$ cat src/hw/rtl/md5_pkg.sv
// md5 core package: constants, round tables, sequencer states
`default_nettype none

package md5_pkg;

   localparam int WORD_W        = 32;
   localparam int BLOCK_WORDS   = 16;
   localparam int WORD_ADDR_W   = $clog2(BLOCK_WORDS);
   localparam int ROUNDS        = 64;
   localparam int ROUND_CNT_W   = $clog2(ROUNDS + 1);
   localparam int DIGEST_WORDS  = 4;

   localparam logic [WORD_ADDR_W-1:0] LEN_LO_WORD = 4'd14;
   localparam logic [WORD_ADDR_W-1:0] LEN_HI_WORD = 4'd15;
   localparam logic [WORD_ADDR_W-1:0] LAST_WORD   = 4'd15;
   localparam logic [1:0]             LAST_DIGEST = 2'd3;
   localparam logic [1:0]             LAST_LANE   = 2'd3;
   localparam logic [5:0]             LAST_POS    = 6'd63;
   localparam logic [7:0]             PAD_BYTE    = 8'h80;

   localparam logic [WORD_W-1:0] INIT_HASH [DIGEST_WORDS] = '{
      32'h67452301, 32'hefcdab89, 32'h98badcfe, 32'h10325476
   };

   localparam logic [WORD_W-1:0] ROUND_CONST [ROUNDS] = '{
      32'hd76aa478, 32'he8c7b756, 32'h242070db, 32'hc1bdceee,
      32'hf57c0faf, 32'h4787c62a, 32'ha8304613, 32'hfd469501,
      32'h698098d8, 32'h8b44f7af, 32'hffff5bb1, 32'h895cd7be,
      32'h6b901122, 32'hfd987193, 32'ha679438e, 32'h49b40821,
      32'hf61e2562, 32'hc040b340, 32'h265e5a51, 32'he9b6c7aa,
      32'hd62f105d, 32'h02441453, 32'hd8a1e681, 32'he7d3fbc8,
      32'h21e1cde6, 32'hc33707d6, 32'hf4d50d87, 32'h455a14ed,
      32'ha9e3e905, 32'hfcefa3f8, 32'h676f02d9, 32'h8d2a4c8a,
      32'hfffa3942, 32'h8771f681, 32'h6d9d6122, 32'hfde5380c,
      32'ha4beea44, 32'h4bdecfa9, 32'hf6bb4b60, 32'hbebfbc70,
      32'h289b7ec6, 32'heaa127fa, 32'hd4ef3085, 32'h04881d05,
      32'hd9d4d039, 32'he6db99e5, 32'h1fa27cf8, 32'hc4ac5665,
      32'hf4292244, 32'h432aff97, 32'hab9423a7, 32'hfc93a039,
      32'h655b59c3, 32'h8f0ccc92, 32'hffeff47d, 32'h85845dd1,
      32'h6fa87e4f, 32'hfe2ce6e0, 32'ha3014314, 32'h4e0811a1,
      32'hf7537e82, 32'hbd3af235, 32'h2ad7d2bb, 32'heb86d391
   };

   localparam logic [4:0] ROT_AMOUNT [16] = '{
      5'd7, 5'd12, 5'd17, 5'd22, 5'd5, 5'd9, 5'd14, 5'd20,
      5'd4, 5'd11, 5'd16, 5'd23, 5'd6, 5'd10, 5'd15, 5'd21
   };

   typedef enum logic [2:0] {
      ST_IDLE,
      ST_PAD,
      ST_FILL,
      ST_ROUND,
      ST_ADD,
      ST_EMIT
   } md5_state_type;

   // message word used by a given round
   function automatic logic [WORD_ADDR_W-1:0] word_select(input logic [5:0] round);
      logic [3:0] lo;
      logic [3:0] sel;
      lo = round[3:0];
      case (round[5:4])
         2'd0:    sel = lo;
         2'd1:    sel = (lo << 2) + lo + 4'd1;
         2'd2:    sel = (lo << 1) + lo + 4'd5;
         default: sel = (lo << 3) - lo;
      endcase
      return sel;
   endfunction

endpackage

`default_nettype wire

$ cat src/hw/rtl/md5_ram.sv
// generic single write port ram with registered read
`default_nettype none

module md5_ram #(
   parameter int WIDTH = md5_pkg::WORD_W,
   parameter int DEPTH = md5_pkg::BLOCK_WORDS
) (
   input  wire logic                     clock,
   input  wire logic                     wr_en,
   input  wire logic [$clog2(DEPTH)-1:0] wr_addr,
   input  wire logic [WIDTH-1:0]         wr_data,
   input  wire logic [$clog2(DEPTH)-1:0] rd_addr,
   output logic      [WIDTH-1:0]         rd_data
);

   logic [WIDTH-1:0] mem_ff [DEPTH];
   logic [WIDTH-1:0] rd_data_ff;

   // write port and registered read port
   always_ff @(posedge clock) begin
      if (wr_en) begin
         mem_ff[wr_addr] <= wr_data;
      end
      rd_data_ff <= mem_ff[rd_addr];
   end

   assign rd_data = rd_data_ff;

endmodule

`default_nettype wire

$ cat src/hw/rtl/md5_round.sv
// one md5 step: round function, constant add, rotate, feed-forward add
`default_nettype none

module md5_round (
   input  wire logic [31:0] a_word,
   input  wire logic [31:0] b_word,
   input  wire logic [31:0] c_word,
   input  wire logic [31:0] d_word,
   input  wire logic [31:0] msg_word,
   input  wire logic [5:0]  round,
   output logic      [31:0] new_b
);

   logic [31:0] func;
   logic [31:0] sum;
   logic [4:0]  shift;
   logic [63:0] rot_wide;

   // boolean function for the current quarter
   always_comb begin
      case (round[5:4])
         2'd0:    func = (b_word & c_word) | (~b_word & d_word);
         2'd1:    func = (b_word & d_word) | (c_word & ~d_word);
         2'd2:    func = b_word ^ c_word ^ d_word;
         default: func = c_word ^ (b_word | ~d_word);
      endcase
   end

   // add chain, left rotate, add b
   assign sum      = a_word + func + md5_pkg::ROUND_CONST[round] + msg_word;
   assign shift    = md5_pkg::ROT_AMOUNT[{round[5:4], round[1:0]}];
   assign rot_wide = {sum, sum} << shift;
   assign new_b    = b_word + rot_wide[63:32];

endmodule

`default_nettype wire

$ cat src/hw/rtl/md5_message_digest_core.sv
// md5 message digest core: byte intake, padding sequencer, iterative compression
//
// MD5 over a byte stream. Each request carries at most one message byte and
// may end the message; the digest then comes out as four responses, word A
// first, each word to be read least significant byte first. While a block is
// filling, one request is taken per cycle. Taking the 64th byte of a block
// starts a compression (a word-buffer read, 64 rounds through the single round
// unit, the chaining add), during which req_stall is high. An end mark brings
// a padding step that writes the word with the end marker, then the zero and
// length words still to write (up to 15 in one block, up to 17 when the
// padding spills into a second block), and one or two compressions; then the
// four digest words follow, one per cycle when not stalled. There is no
// clearing pass after reset.
`default_nettype none

module md5_message_digest_core (
   input  wire logic        clock,
   input  wire logic        reset,
   input  wire logic        req_valid,
   output logic             req_stall,
   input  wire logic [7:0]  req_data_byte,
   input  wire logic        req_byte_valid,
   input  wire logic        req_is_last,
   output logic             rsp_valid,
   input  wire logic        rsp_stall,
   output logic      [31:0] rsp_digest_word,
   output logic      [1:0]  rsp_word_index,
   output logic             rsp_last_word
);

   localparam int AW = md5_pkg::WORD_ADDR_W;
   localparam int RW = md5_pkg::ROUND_CNT_W;

   md5_pkg::md5_state_type state_ff, state_in;

   logic [63:0]   count_ff, count_in;
   logic [23:0]   acc_ff, acc_in;
   logic [AW-1:0] wc_ff, wc_in;
   logic [RW-1:0] rnd_ff, rnd_in;
   logic [1:0]    emit_ff, emit_in;
   logic          last_ff, last_in;
   logic          pad_done_ff, pad_done_in;
   logic          final_blk_ff, final_blk_in;
   logic [31:0]   hash_ff [md5_pkg::DIGEST_WORDS];
   logic [31:0]   hash_in [md5_pkg::DIGEST_WORDS];
   logic [31:0]   a_ff, a_in, b_ff, b_in, c_ff, c_in, d_ff, d_in;

   logic          wr_en;
   logic [AW-1:0] wr_addr;
   logic [31:0]   wr_data;
   logic [AW-1:0] rd_addr;
   logic [31:0]   rd_data;
   logic [31:0]   pad_word;
   logic [63:0]   bit_len;
   logic [5:0]    cur_round;
   logic [31:0]   new_b;
   logic [AW-1:0] pad_idx;

   // message word buffer
   md5_ram #(
      .WIDTH (32),
      .DEPTH (md5_pkg::BLOCK_WORDS)
   ) u_word_buf (
      .clock   (clock),
      .wr_en   (wr_en),
      .wr_addr (wr_addr),
      .wr_data (wr_data),
      .rd_addr (rd_addr),
      .rd_data (rd_data)
   );

   // shared round unit
   md5_round u_round (
      .a_word   (a_ff),
      .b_word   (b_ff),
      .c_word   (c_ff),
      .d_word   (d_ff),
      .msg_word (rd_data),
      .round    (cur_round),
      .new_b    (new_b)
   );

   // word read in the cycle before the round that uses it
   assign cur_round = rnd_ff[5:0] - 6'd1;
   assign rd_addr   = md5_pkg::word_select(rnd_ff[5:0]);
   assign bit_len   = {count_ff[60:0], 3'b000};
   assign pad_idx   = count_ff[5:2];

   // word holding the end marker: kept bytes, 0x80, zeros
   always_comb begin
      pad_word = '0;
      for (int k = 0; k < 3; k++) begin
         if (2'(k) < count_ff[1:0]) begin
            pad_word[8*k +: 8] = acc_ff[8*k +: 8];
         end
      end
      pad_word[{count_ff[1:0], 3'b000} +: 8] = md5_pkg::PAD_BYTE;
   end

   // state and data registers
   always_ff @(posedge clock) begin
      if (reset) begin
         state_ff     <= md5_pkg::ST_IDLE;
         count_ff     <= '0;
         wc_ff        <= '0;
         rnd_ff       <= '0;
         emit_ff      <= '0;
         last_ff      <= 1'b0;
         pad_done_ff  <= 1'b0;
         final_blk_ff <= 1'b0;
         hash_ff      <= md5_pkg::INIT_HASH;
      end else begin
         state_ff     <= state_in;
         count_ff     <= count_in;
         wc_ff        <= wc_in;
         rnd_ff       <= rnd_in;
         emit_ff      <= emit_in;
         last_ff      <= last_in;
         pad_done_ff  <= pad_done_in;
         final_blk_ff <= final_blk_in;
         hash_ff      <= hash_in;
      end
      acc_ff <= acc_in;
      a_ff   <= a_in;
      b_ff   <= b_in;
      c_ff   <= c_in;
      d_ff   <= d_in;
   end

   // sequencer: next state, buffer writes, round updates
   always_comb begin
      state_in     = state_ff;
      count_in     = count_ff;
      acc_in       = acc_ff;
      wc_in        = wc_ff;
      rnd_in       = rnd_ff;
      emit_in      = emit_ff;
      last_in      = last_ff;
      pad_done_in  = pad_done_ff;
      final_blk_in = final_blk_ff;
      hash_in      = hash_ff;
      a_in         = a_ff;
      b_in         = b_ff;
      c_in         = c_ff;
      d_in         = d_ff;
      wr_en        = 1'b0;
      wr_addr      = wc_ff;
      wr_data      = '0;

      case (state_ff)
         md5_pkg::ST_IDLE: begin
            if (req_valid) begin
               // take the byte, write a word once four are in
               if (req_byte_valid) begin
                  count_in = count_ff + 64'd1;
                  if (count_ff[1:0] == md5_pkg::LAST_LANE) begin
                     wr_en   = 1'b1;
                     wr_addr = pad_idx;
                     wr_data = {req_data_byte, acc_ff};
                  end else begin
                     acc_in[{count_ff[1:0], 3'b000} +: 8] = req_data_byte;
                  end
               end
               if (req_is_last) begin
                  last_in     = 1'b1;
                  pad_done_in = 1'b0;
               end
               if (req_byte_valid && count_ff[5:0] == md5_pkg::LAST_POS) begin
                  state_in = md5_pkg::ST_ROUND;
               end else if (req_is_last) begin
                  state_in = md5_pkg::ST_PAD;
               end
            end
         end

         md5_pkg::ST_PAD: begin
            wr_en       = 1'b1;
            wr_addr     = pad_idx;
            wr_data     = pad_word;
            pad_done_in = 1'b1;
            // no room for the length: this block ends in zeros
            if (pad_idx == md5_pkg::LAST_WORD) begin
               final_blk_in = 1'b0;
               state_in     = md5_pkg::ST_ROUND;
            end else if (pad_idx == md5_pkg::LEN_LO_WORD) begin
               final_blk_in = 1'b0;
               wc_in        = md5_pkg::LAST_WORD;
               state_in     = md5_pkg::ST_FILL;
            end else begin
               final_blk_in = 1'b1;
               wc_in        = pad_idx + 4'd1;
               state_in     = md5_pkg::ST_FILL;
            end
         end

         md5_pkg::ST_FILL: begin
            // zero words, bit length in the last two of the final block
            wr_en   = 1'b1;
            wr_addr = wc_ff;
            if (final_blk_ff && wc_ff == md5_pkg::LEN_LO_WORD) begin
               wr_data = bit_len[31:0];
            end else if (final_blk_ff && wc_ff == md5_pkg::LEN_HI_WORD) begin
               wr_data = bit_len[63:32];
            end
            if (wc_ff == md5_pkg::LAST_WORD) begin
               state_in = md5_pkg::ST_ROUND;
            end else begin
               wc_in = wc_ff + 4'd1;
            end
         end

         md5_pkg::ST_ROUND: begin
            rnd_in = rnd_ff + 7'd1;
            if (rnd_ff == '0) begin
               a_in = hash_ff[0];
               b_in = hash_ff[1];
               c_in = hash_ff[2];
               d_in = hash_ff[3];
            end else begin
               a_in = d_ff;
               b_in = new_b;
               c_in = b_ff;
               d_in = c_ff;
            end
            if (rnd_ff == RW'(md5_pkg::ROUNDS)) begin
               rnd_in   = '0;
               state_in = md5_pkg::ST_ADD;
            end
         end

         md5_pkg::ST_ADD: begin
            // fold the working words into the chaining words
            hash_in[0] = hash_ff[0] + a_ff;
            hash_in[1] = hash_ff[1] + b_ff;
            hash_in[2] = hash_ff[2] + c_ff;
            hash_in[3] = hash_ff[3] + d_ff;
            if (!last_ff) begin
               state_in = md5_pkg::ST_IDLE;
            end else if (!pad_done_ff) begin
               state_in = md5_pkg::ST_PAD;
            end else if (final_blk_ff) begin
               emit_in  = '0;
               state_in = md5_pkg::ST_EMIT;
            end else begin
               wc_in        = '0;
               final_blk_in = 1'b1;
               state_in     = md5_pkg::ST_FILL;
            end
         end

         md5_pkg::ST_EMIT: begin
            // hand out A..D, then start the next message
            if (!rsp_stall) begin
               if (emit_ff == md5_pkg::LAST_DIGEST) begin
                  hash_in  = md5_pkg::INIT_HASH;
                  count_in = '0;
                  last_in  = 1'b0;
                  emit_in  = '0;
                  state_in = md5_pkg::ST_IDLE;
               end else begin
                  emit_in = emit_ff + 2'd1;
               end
            end
         end

         default: begin
            state_in = md5_pkg::ST_IDLE;
         end
      endcase
   end

   // channel outputs
   assign req_stall       = (state_ff != md5_pkg::ST_IDLE);
   assign rsp_valid       = (state_ff == md5_pkg::ST_EMIT);
   assign rsp_digest_word = hash_ff[emit_ff];
   assign rsp_word_index  = emit_ff;
   assign rsp_last_word   = (emit_ff == md5_pkg::LAST_DIGEST);

endmodule

`default_nettype wire

$ cat config.mk
export PLATFORM = sky130hd
export DESIGN_NAME = md5_message_digest_core
export DESIGN_NICKNAME = d
export VERILOG_FILES = /design/src/hw/rtl/md5_pkg.sv /design/src/hw/rtl/md5_ram.sv /design/src/hw/rtl/md5_round.sv /design/src/hw/rtl/md5_message_digest_core.sv
export SDC_FILE = /design/constraint.sdc
export NUM_CORES = 2
export LEC_CHECK = 0
export BUFFER_PORTS_ARGS = -buffer_cell sky130_fd_sc_hd__buf_2
export CAP_MARGIN = 20
export CORE_ASPECT_RATIO = 2
export CORE_MARGIN = 5
export CORE_UTILIZATION = 45
export DETAILED_ROUTE_END_ITERATION = 7
export PLACE_DENSITY = 0.7
export SLEW_MARGIN = 20
export SYNTH_ARGS = -nofsm -noshare
export SYNTH_HDL_FRONTEND = slang
export SYNTH_HIERARCHICAL = 1
export SYNTH_SLANG_ARGS = --single-unit
$ cat constraint.sdc
create_clock -name clock -period 30.4 [get_ports clock]
set_input_delay 3.04 -clock clock [delete_from_list [all_inputs] [get_ports clock]]
set_output_delay 3.04 -clock clock [all_outputs]
set_load 0.02 [all_outputs]
==> results.cfg <==
[route]
drt.antenna.violating_nets = 0
first_pass_iters = 8
vias_per_cell = 6.42
drt-wirelength-per-cell_um = 26.3
vias = 41733
drtIter0Drc = 4452
wirelength_um = 171000
drc = 0

[timing]
period_needed_ns = 12.61
fmax_mhz = 79.3
hold_viol_final = 0
worst_pin_slew_ns = 1.16
rsz0062_at_grt = no
holdWs_ns = 0.494
fin_ws_ns = 17.79
fin_crit_sh_pct = 41.5
relSlewSlack_pct = 22.6
finalSetupTns_ns = 0
slew_violations = 0
clock_skew_ns = 0.0485
finalSetupViolCount = 0

[yosys]
synth-main-ff-cell = edfxtp_1
ys_ff_latch = 904
synthTopCellsByArea = edfxtp_1, dfxtp_1, mux4_2
syn_inst = 4950
syn_area_per_cell_um2 = 10.9
yosysWarnings = 6
syn_area_um2 = 54100
yosysMostFrequentCell = edfxtp_1
synth_common_cells = edfxtp_1, nor2_1, a21oi_1, nand2_1, inv_1
synthesis.nets = 5257
yosys.area.top_type = edfxtp_1
async_reset_ff_share_pct = 0
ys_types = 103
synth-edff-count = 664
seq_area_frac_synth_pct = 45.7
synth.top_cell.area_share_pct = 36.8

[placed_design]
place_ws_ns = 18.02
port_buffers = 50
dpl.hpwl_um = 118000
gp_congestion = 0.989

[critical_path]
critPathMaxStageDelay_ns = 1.03
worstPathArrival_ns = 13.06
critPathLaunchType = register
end_kind = register
crit_fanout = 22
cpMaxStageDelayCell = ha_1
crit_type = reg -> reg
cp.required_ns = 30.85
cp_common_cell = inv_1

[clock_tree]
clk_pin_slew_worst_paths_ns = 0.07
clk_path_buf_depth = 3
cts_sinks = 904
cts_tree = done
root_buffer = clkbuf_16
numCtsBuffers = 80
post_cts_buffers = 0
htreeDepth = 3
post_cts_resized = 0
clock_latency_ns = 0.70
hold_buffers = 0

[finish]
area_growth_pct = 8.59
final_core_util_pct = 49.1
fillers = 10627
drive_gt1_share_pct = 13.8
nets = 5190

[grt]
antenna_found_initial = 2
grt_usage_pct = 26.0
grt_max_degree = 101
grt_pass1_vias = 40169
grt_pass1_wl_um = 254000
grt_overflow = 0

[floorplan]
die_w_um = 255
die_h_um = 500
dieArea_um2 = 128000
start_util_pct = 45.2
pin_count = 51
rows = 180
core_um2 = 120000

[power_and_ir_drop]
powerDensity_nw_per_um2 = 79.8
leakage_nw = 21.2
vdd_drop_max_v = 0.0000729

[hold_path]
min_path_type = reg -> reg

[outcome]
status = finished clean

[job]
maxCapViolCount = 0
==> metal layers <==
| metal | up-vias | global-route usage [%] | wire length (µm) |
|---|---|---|---|
| met5 | - | 0 | 0 |
| met4 | 0 | 11.3 | 8490 |
| met3 | 309 | 3.73 | 14300 |
| met2 | 2075 | 40.5 | 79300 |
| met1 | 20818 | 36.2 | 69100 |
| li1 | 18531 | - | - |
==> critical path, delay by kind of cell (launching register included) <==
kind | cells | cell delay, ns
buffers and inverters | 5 | 1.15
AO/OA/AOI/OAI | 20 | 5.16
AND/OR/NAND/NOR | 4 | 0.99
multiplexers | 3 | 0.80
flip-flops | 1 | 0.57
XOR/XNOR | 1 | 0.09
adder cells (fa/ha/maj) | 7 | 3.59
==> report_power, final <==
part	internal (mW)	switching [mW]
registers	1.36	0.0426
logic	0.862	1.38
clock network	0.557	0.489
==> stage by stage <==
stage / power [mW] / area (µm²) / std cells
finish: 4.69 / 58800 / 6502
global route: 4.94 / 58800 / 6501
CTS: 4.66 / 58700 / 6497
detailed placement: 3.60 / 56100 / 6348
global placement: 3.57 / 56100 / 6348
floorplan: 3.00 / 54100 / 4950
==> state kept, by name, indices dropped and copies added, names as in the netlist, 32 cells and up <==
signal              cells
count_ff               61
b_ff                   32
hash_ff               128
u_word_buf/mem_ff     512
c_ff                   32
a_ff                   32
d_ff                   32
u_word_buf/rd_data     32
==> cells in the final DEF, fill, tap and decap left out, types with 40 or more instances in the layout <==
| cell type | count |
|---|---|
| edfxtp_1 | 664 |
| nor2_1 | 369 |
| a21oi_1 | 350 |
| nand2_1 | 340 |
| inv_1 | 241 |
| dfxtp_1 | 238 |
| ha_1 | 225 |
| o21ai_0 | 205 |
| mux4_2 | 169 |
| mux2_2 | 160 |
| a31oi_1 | 123 |
| xor2_1 | 122 |
| xnor2_1 | 121 |
| nand3_1 | 120 |
| a22oi_1 | 114 |
| a21o_1 | 88 |
| clkbuf_16 | 81 |
| buf_4 | 77 |
| nor3_1 | 73 |
| fa_1 | 68 |
| nand2b_1 | 63 |
| mux2i_1 | 59 |
| a211oi_1 | 51 |
| buf_2 | 49 |
| o22ai_1 | 47 |
| and2_1 | 40 |
| and3_1 | 40 |
==> kinds of logic after synthesis <==
kind of cell    Yosys count  share of synthesized area [%]
xor+xnor                252                           4.13
compound gates         1328                           15.9
mux                     388                           11.5
simple gates           1233                           10.7
flops                   904                           45.7
buf+inv                 522                           3.80
fa+ha+maj               323                           8.27
==> worst paths after layout <==
| check | start | end | slack [ns] | cells after the start |
|---|---|---|---|---|
| worst max-delay path | rnd_ff[0] | b_ff[30] | 17.79 | 40 |
| worst min-delay path | hash_ff[31] | hash_ff[31] | 0.49 | 2 |
| worst max register to register | rnd_ff[0] | b_ff[30] | 17.79 | 40 |
| worst min register to register | hash_ff[31] | hash_ff[31] | 0.49 | 2 |
==> final cells by class <==
class	instances	area, µm²	area share [%]
antenna	5	12.5	0.0213
inverter	247	932	1.59
tap	1547	1940	3.29
clock inverter	57	604	1.03
sequential	904	24700	42.1
multi-input combinational	3524	27600	47.0
timing repair buffer	126	823	1.40
clock buffer	92	2080	3.54
Power figures use the tool's default switching activity.
